File: src/rtl/kwm_pkg.sv
// Package with the constants, command types and the minimum helper of the merge block.
package kwm_pkg;

    localparam int MAX_LISTS   = 16;
    localparam int VALUE_WIDTH = 32;
    localparam int LIST_W      = 4;
    localparam int SLOT_W      = $clog2(MAX_LISTS);
    localparam int GROUPS      = 4;
    localparam int GROUP_SIZE  = MAX_LISTS / GROUPS;
    localparam int QUEUE_DEPTH = 2;
    localparam int PTR_W       = $clog2(QUEUE_DEPTH);
    localparam int CNT_W       = PTR_W + 1;

    localparam logic FUNC_LOAD   = 1'b0;
    localparam logic FUNC_REFILL = 1'b1;

    typedef enum logic [2:0] {
        CMD_LOAD      = 3'b001,
        CMD_LOAD_LAST = 3'b010,
        CMD_REFILL    = 3'b100
    } cmd_kind_t;

    typedef struct packed {
        cmd_kind_t                kind;
        logic [LIST_W-1:0]        list_index;
        logic [VALUE_WIDTH-1:0]   value;
        logic                     present;
    } cmd_t;

    typedef struct packed {
        logic                     valid;
        logic [SLOT_W-1:0]        slot;
        logic [VALUE_WIDTH-1:0]   value;
    } cand_t;

    // The lower slot wins a tie, so the second candidate must be strictly smaller.
    function automatic cand_t pick_min(cand_t a, cand_t b);
        cand_t res;
        if (b.valid && (!a.valid || ($signed(b.value) < $signed(a.value))))
        begin
            res = b;
        end
        else
        begin
            res = a;
        end
        return res;
    endfunction

endpackage

File: src/rtl/kwm_front.sv
// Front end: accepts items, classifies them into commands and queues them.
module kwm_front
    import kwm_pkg::*;
(
    input  logic                   clk,
    input  logic                   rst_n,
    input  logic                   item_valid,
    output logic                   item_stall,
    input  logic                   func,
    input  logic [LIST_W-1:0]      list_index,
    input  logic [VALUE_WIDTH-1:0] value,
    input  logic                   present,
    input  logic                   last_list,
    output cmd_t                   cmd,
    output logic                   cmd_valid,
    input  logic                   cmd_take
);

    cmd_t             queue_reg [QUEUE_DEPTH];
    logic [PTR_W-1:0] wr_ptr_reg;
    logic [PTR_W-1:0] wr_ptr_next;
    logic [PTR_W-1:0] rd_ptr_reg;
    logic [PTR_W-1:0] rd_ptr_next;
    logic [CNT_W-1:0] count_reg;
    logic [CNT_W-1:0] count_next;
    cmd_t             new_cmd;
    logic             push;
    logic             pop;

    assign item_stall = (count_reg == CNT_W'(QUEUE_DEPTH));
    assign cmd_valid  = (count_reg != '0);
    assign cmd        = queue_reg[rd_ptr_reg];
    assign push       = item_valid && !item_stall;
    assign pop        = cmd_take && cmd_valid;

    always_comb
    begin
        new_cmd.list_index = list_index;
        new_cmd.value      = value;
        new_cmd.present    = present;
        if (func == FUNC_REFILL)
        begin
            new_cmd.kind = CMD_REFILL;
        end
        else if (last_list)
        begin
            new_cmd.kind = CMD_LOAD_LAST;
        end
        else
        begin
            new_cmd.kind = CMD_LOAD;
        end
    end

    always_comb
    begin
        wr_ptr_next = wr_ptr_reg;
        rd_ptr_next = rd_ptr_reg;
        count_next  = count_reg;
        if (push)
        begin
            wr_ptr_next = wr_ptr_reg + PTR_W'(1);
        end
        if (pop)
        begin
            rd_ptr_next = rd_ptr_reg + PTR_W'(1);
        end
        if (push && !pop)
        begin
            count_next = count_reg + CNT_W'(1);
        end
        else if (pop && !push)
        begin
            count_next = count_reg - CNT_W'(1);
        end
    end

    always_ff @(posedge clk or negedge rst_n)
    begin
        if (!rst_n)
        begin
            wr_ptr_reg <= '0;
            rd_ptr_reg <= '0;
            count_reg  <= '0;
        end
        else
        begin
            wr_ptr_reg <= wr_ptr_next;
            rd_ptr_reg <= rd_ptr_next;
            count_reg  <= count_next;
        end
    end

    always_ff @(posedge clk)
    begin
        if (push)
        begin
            queue_reg[wr_ptr_reg] <= new_cmd;
        end
    end

endmodule

File: src/rtl/kwm_back.sv
// Back end: holds the list heads, finds the smallest one in two tree stages and emits it.
module kwm_back
    import kwm_pkg::*;
(
    input  logic                   clk,
    input  logic                   rst_n,
    input  cmd_t                   cmd,
    input  logic                   cmd_valid,
    output logic                   cmd_take,
    output logic                   result_valid,
    input  logic                   result_stall,
    output logic [VALUE_WIDTH-1:0] merged_value,
    output logic [LIST_W-1:0]      source_list,
    output logic                   element_valid,
    output logic                   done_res
);

    typedef enum logic [2:0] {
        ST_IDLE   = 3'b001,
        ST_REDUCE = 3'b010,
        ST_SELECT = 3'b100
    } state_t;

    state_t                 state_reg;
    state_t                 state_next;
    logic [VALUE_WIDTH-1:0] head_value_reg [MAX_LISTS];
    logic                   head_valid_reg [MAX_LISTS];
    logic [SLOT_W-1:0]      pending_reg;
    logic [SLOT_W-1:0]      pending_next;
    logic                   merging_reg;
    logic                   merging_next;
    cand_t                  group_reg [GROUPS];
    cand_t                  group_next [GROUPS];
    cand_t                  best;
    logic                   result_valid_reg;
    logic                   result_valid_next;
    logic [VALUE_WIDTH-1:0] merged_value_reg;
    logic [LIST_W-1:0]      source_list_reg;
    logic                   element_valid_reg;
    logic                   done_res_reg;
    logic                   load_out;
    logic                   out_free;
    logic                   wr_en;
    logic [SLOT_W-1:0]      wr_slot;
    logic                   clr_en;

    assign result_valid  = result_valid_reg;
    assign merged_value  = merged_value_reg;
    assign source_list   = source_list_reg;
    assign element_valid = element_valid_reg;
    assign done_res      = done_res_reg;
    assign cmd_take      = (state_reg == ST_IDLE) && cmd_valid;
    assign out_free      = !result_valid_reg || !result_stall;

    always_comb
    begin
        cand_t cur;
        cand_t leaf;
        for (int g = 0; g < GROUPS; g++)
        begin
            cur = '0;
            for (int i = 0; i < GROUP_SIZE; i++)
            begin
                leaf.valid = head_valid_reg[g * GROUP_SIZE + i];
                leaf.slot  = SLOT_W'(g * GROUP_SIZE + i);
                leaf.value = head_value_reg[g * GROUP_SIZE + i];
                cur        = pick_min(cur, leaf);
            end
            group_next[g] = cur;
        end
    end

    always_comb
    begin
        best = '0;
        for (int g = 0; g < GROUPS; g++)
        begin
            best = pick_min(best, group_reg[g]);
        end
    end

    always_comb
    begin
        state_next        = state_reg;
        pending_next      = pending_reg;
        merging_next      = merging_reg;
        wr_en             = 1'b0;
        wr_slot           = cmd.list_index[SLOT_W-1:0];
        clr_en            = 1'b0;
        load_out          = 1'b0;
        result_valid_next = result_valid_reg && result_stall;
        unique case (state_reg)
            ST_IDLE:
            begin
                if (cmd_valid)
                begin
                    unique case (cmd.kind)
                        CMD_LOAD, CMD_LOAD_LAST:
                        begin
                            if (!merging_reg)
                            begin
                                wr_en = ({1'b0, cmd.list_index} < (LIST_W + 1)'(MAX_LISTS));
                                if (cmd.kind == CMD_LOAD_LAST)
                                begin
                                    state_next = ST_REDUCE;
                                end
                            end
                        end
                        CMD_REFILL:
                        begin
                            if (merging_reg)
                            begin
                                wr_en      = cmd.present;
                                wr_slot    = pending_reg;
                                state_next = ST_REDUCE;
                            end
                        end
                        default:
                        begin
                        end
                    endcase
                end
            end
            ST_REDUCE:
            begin
                state_next = ST_SELECT;
            end
            ST_SELECT:
            begin
                if (out_free)
                begin
                    load_out          = 1'b1;
                    result_valid_next = 1'b1;
                    clr_en            = best.valid;
                    merging_next      = best.valid;
                    if (best.valid)
                    begin
                        pending_next = best.slot;
                    end
                    state_next = ST_IDLE;
                end
            end
            default:
            begin
                state_next = ST_IDLE;
            end
        endcase
    end

    always_ff @(posedge clk or negedge rst_n)
    begin
        if (!rst_n)
        begin
            state_reg        <= ST_IDLE;
            pending_reg      <= '0;
            merging_reg      <= 1'b0;
            result_valid_reg <= 1'b0;
            for (int i = 0; i < MAX_LISTS; i++)
            begin
                head_valid_reg[i] <= 1'b0;
            end
        end
        else
        begin
            state_reg        <= state_next;
            pending_reg      <= pending_next;
            merging_reg      <= merging_next;
            result_valid_reg <= result_valid_next;
            if (wr_en)
            begin
                head_valid_reg[wr_slot] <= cmd.present;
            end
            if (clr_en)
            begin
                head_valid_reg[best.slot] <= 1'b0;
            end
        end
    end

    always_ff @(posedge clk)
    begin
        if (wr_en && cmd.present)
        begin
            head_value_reg[wr_slot] <= cmd.value;
        end
        if (state_reg == ST_REDUCE)
        begin
            for (int g = 0; g < GROUPS; g++)
            begin
                group_reg[g] <= group_next[g];
            end
        end
        if (load_out)
        begin
            element_valid_reg <= best.valid;
            done_res_reg      <= !best.valid;
            merged_value_reg  <= best.valid ? best.value : '0;
            source_list_reg   <= best.valid ? LIST_W'(best.slot) : '0;
        end
    end

endmodule

File: src/rtl/k_way_sorted_merge_top.sv
// Top level of the k-way sorted merge block: front end, command queue and back end.
//
//   Channel   Direction   Handshake                    Fields
//   item      in          item_valid / item_stall      func list_index value present last_list
//   result    out         result_valid / result_stall  merged_value source_list element_valid
//                                                       done_res
//
// A load without the last-list flag only updates a head in the back end; an item that pops goes
// through head update, first tree stage over four groups of four heads, then final selection.
// The two-entry queue lets the front take items while the back end is busy.
// Reset clears all head valid bits, the merge state, the queue pointers and count, and the result valid flag.
// A stalled result holds the back end in selection until the transfer can complete.
module k_way_sorted_merge_top
    import kwm_pkg::*;
(
    input  logic                   clk,
    input  logic                   rst_n,
    input  logic                   item_valid,
    output logic                   item_stall,
    input  logic                   func,
    input  logic [LIST_W-1:0]      list_index,
    input  logic [VALUE_WIDTH-1:0] value,
    input  logic                   present,
    input  logic                   last_list,
    output logic                   result_valid,
    input  logic                   result_stall,
    output logic [VALUE_WIDTH-1:0] merged_value,
    output logic [LIST_W-1:0]      source_list,
    output logic                   element_valid,
    output logic                   done_res
);

    cmd_t cmd;
    logic cmd_valid;
    logic cmd_take;

    kwm_front u_front (
        .clk        (clk),
        .rst_n      (rst_n),
        .item_valid (item_valid),
        .item_stall (item_stall),
        .func       (func),
        .list_index (list_index),
        .value      (value),
        .present    (present),
        .last_list  (last_list),
        .cmd        (cmd),
        .cmd_valid  (cmd_valid),
        .cmd_take   (cmd_take)
    );

    kwm_back u_back (
        .clk           (clk),
        .rst_n         (rst_n),
        .cmd           (cmd),
        .cmd_valid     (cmd_valid),
        .cmd_take      (cmd_take),
        .result_valid  (result_valid),
        .result_stall  (result_stall),
        .merged_value  (merged_value),
        .source_list   (source_list),
        .element_valid (element_valid),
        .done_res      (done_res)
    );

endmodule

File: config.mk
export PLATFORM = sky130hd
export DESIGN_NAME = k_way_sorted_merge_top
export DESIGN_NICKNAME = d
export VERILOG_FILES = /design/src/rtl/kwm_pkg.sv /design/src/rtl/kwm_front.sv /design/src/rtl/kwm_back.sv /design/src/rtl/k_way_sorted_merge_top.sv
export SDC_FILE = /design/constraint.sdc
export NUM_CORES = 2
export LEC_CHECK = 0
export ABC_AREA = 1
export BUFFER_PORTS_ARGS = -buffer_cell sky130_fd_sc_hd__buf_2
export CAP_MARGIN = 20
export CORE_UTILIZATION = 50
export DETAILED_ROUTE_END_ITERATION = 7
export GPL_TIMING_DRIVEN = 0
export MAX_ROUTING_LAYER = met4
export PLACE_DENSITY = 0.68
export SYNTH_ARGS = -nofsm -noshare
export SYNTH_HDL_FRONTEND = slang
export SYNTH_HIERARCHICAL = 1
export SYNTH_SLANG_ARGS = --single-unit
File: constraint.sdc
create_clock -name clk -period 10.33 [get_ports clk]
set_clock_uncertainty 0.05 [all_clocks]
set_input_delay 1.5495 -clock clk [delete_from_list [all_inputs] [get_ports clk]]
set_output_delay 1.5495 -clock clk [all_outputs]
set_load 0.005 [all_outputs]
==> impl_metrics.csv <==
group,metric,value,unit
clock_network,clkTransAtPathRegs,0.06,ns
pwr,pwr_density_cell,295.4,nW/um2
yosys,ys_warn_count,6,
layout,drive_above_1_share,0.1054,
clock_network,insertion_delay,0.66,ns
clock_network,clock_sinks,802,
yosys,syn_avg_cell_area,10.37,um2
yosys,synthTopCellsByArea,"edfxtp_1 54%, ha_1 13%, nand2_1 10%, o21ai_0 4.1%, inv_1 2.5%",
timing,relSlewSlack,0.3039,
global_route,grt.total_usage,0.2798,
yosys,ys_ff_latch,802,
floorplan,die_h,296.1,um
critical_path,cp_max_fo,10,
yosys,synth_top_area_share,0.5367,
place,portBuffers,82,
run_status,outcome,"complete, no violations",
floorplan,initial_core_util,0.5063,
routing,wirelength,118900,um
routing,drt_iter0_drc,3230,
clock_network,cts_max_level,3,
yosys,ys_async_sr_fraction,0.03616,
critical_path,worst_setup_path_end_kind,"flop",
routing,vias,31868,
clock_network,cts_tree,"yes",
run,max_cap_violations,0,
floorplan,die_area,87680,um2
clock_network,clockBufferDepth,3,
clock_network,root_buffer,"clkbuf_16",
critical_path,crit_type,"reg -> reg",
routing,ant_nets,0,
yosys,yosysSeqAreaShare,0.5535,
yosys,yosys-top-cells-count,"1194 x nand2_1, 773 x edfxtp_1, 466 x ha_1",
critical_path,worstPathRequired,10.64,ns
routing,drtPass1Iterations,6,
timing,max_clock_freq,103.7,MHz
clock_network,ctsResizeCount,0,
critical_path,critPathSlowestCell,"ha_1",
layout,nets,4887,
clock_network,post_cts_buffers,0,
global_route,antenna_found_initial,8,
floorplan,die_w,296.1,um
global_route,grt_max_degree,41,
routing,drc,0,
critical_path,crit_top_cell,"nand2_1",
clock_network,cts_buffers,89,
yosys,synthCells,4172,
layout,syn_to_final_growth,12.77,%
critical_path,r2r_start,"u_back/head_valid_reg[11]",
yosys,synth_nets,4681,
timing,setup_viol_count_final,0,
yosys,synth_cell_type_count,51,
hold_path,worstHoldStart,"u_front/count_reg[1]",
place,place_area,45750,um2
clock_network,ctsHoldBuffers,0,
yosys,yosysMostFrequentCell,"nand2_1",
routing,routedWlPerCell,21.24,um
global_route,overflow,0,
place,gp_congestion,0.9613,
timing,min_period,9.645,ns
pwr,leakagePower,20.07,nW
critical_path,slowest_delay,0.45,ns
timing,holdWs,0.4405,ns
yosys,ys.flop_type,"edfxtp_1",
timing,worst_slew_pin_slew,1.033,ns
floorplan,core,85410,um2
critical_path,cp.arrival,9.95,ns
layout,final_area,48770,um2
critical_path,start_kind,"flop",
yosys,synth_edf_count,773,
place,place_inst,5431,
floorplan,rows,107,
yosys,synth_area_leader_cell,"edfxtp_1",
global_route,grt_pass1_vias,29592,
place,hpwlAfterDp,87460,um
yosys,netlist_area,43250,um2
layout,final_core_util,0.5710,
routing,viasPerCell,5.693,
critical_path,crit_start,"u_back/head_valid_reg[11]",
timing,maxSlewViolCount,0,
hold_path,hp-class,"reg -> reg",
timing,post-route-period-util,0.9337,
layout,largest_register_ffs,512,
critical_path,crit_family,"simple AND/OR/NAND/NOR gates",
global_route,grt_pass1_wl,176100,um
pwr,peakVddDrop,242.1,uV
floorplan,io_pins,83,
timing,hold_violations,0,
critical_path,cp_num_buf_inv,11,
layout,fin_cells,5598,
## worst paths after layout
kind | endpoint | slack [ns] | cells past startpoint
max | u_back/group_reg[1][33] | 0.69 | 47
min | u_front/count_reg[1] | 0.44 | 2
max reg2reg | u_back/group_reg[1][33] | 0.69 | 47
min reg2reg | u_front/count_reg[1] | 0.44 | 2
max in group asynchronous | u_back/head_valid_reg[13] | 8.81 | 1
min in group asynchronous | u_back/merging_reg | 0.91 | 1
## worst register-to-register path, delay by kind of cell, from the launching register on
family,cells,cell delay (ns)
fa+ha+maj,3,1.10
simple gates,25,3.07
buf+inv,11,2.83
compound gates,8,1.97
flops,1,0.32
## through the flow
stage,power (mW),worst slack (ns),TNS (ns)
after CTS,14.33,0.9460,0
after detailed placement,11.07,1.002,0
after global routing,15.26,-0.002698,-0.002698
after floorplan,8.670,3.446,0
after global placement,10.86,1.079,0
final,14.41,0.6853,0
## per-layer routing
| layer | global-route usage | part of all wire | vias to the layer above |
|---|---|---|---|
| met2 | 0.4057 | 0.43 | 1387 |
| met5 | - | 0 | - |
| met3 | 0.04189 | 0.090 | 274 |
| met1 | 0.3884 | 0.43 | 15089 |
| li1 | - | - | 15118 |
| met4 | 0.1261 | 0.048 | 0 |
## layout by cell type, fill, tap and decap left out, drive strengths merged, types with 28 or more instances in the layout
| cell | netlist | final |
|---|---|---|
| o21ai | 370 | 370 |
| inv | 295 | 297 |
| nand3 | 221 | 221 |
| nand4 | 42 | 42 |
| ha | 466 | 466 |
| buf | 51 | 166 |
| nor2 | 145 | 145 |
| nand2 | 1294 | 1294 |
| edfxtp | 773 | 773 |
| a21oi | 224 | 224 |
| clkinv | 1 | 33 |
| a211oi | 33 | 33 |
| clkbuf | 93 | 202 |
| dfrtp | 28 | 28 |
## report_power, final
| group | internal, mW | switching (mW) |
|---|---|---|
| logic | 1.89 | 4.78 |
| registers | 4.35 | 0.131 |
| clock network | 1.94 | 1.31 |
## layout make-up
cell class,count,area (um2)
fillers,7229,36640
flip-flops and latches,802,23940
multi-input cells,2930,17570
clock buffers,109,2365
well taps,1144,1431
inverters,296,1119
repair buffers,115,927.1
plain buffers,144,764.5
clock inverters,54,645.6
diodes,4,10.01
## cells by family (layout without fill, tap and decap cells)
family          count (synthesis)  after routing  share of synthesized area
simple gates                 1767           1767                     0.1786
flops                         802            802                     0.5535
compound gates                696            696                    0.08934
fa+ha+maj                     466            466                     0.1348
buf+inv                       440            718                    0.04351
xor+xnor                        1              1                  0.0002025
other cells                     0              4                          0
No activity file was read; power rests on OpenSTA's default activity.
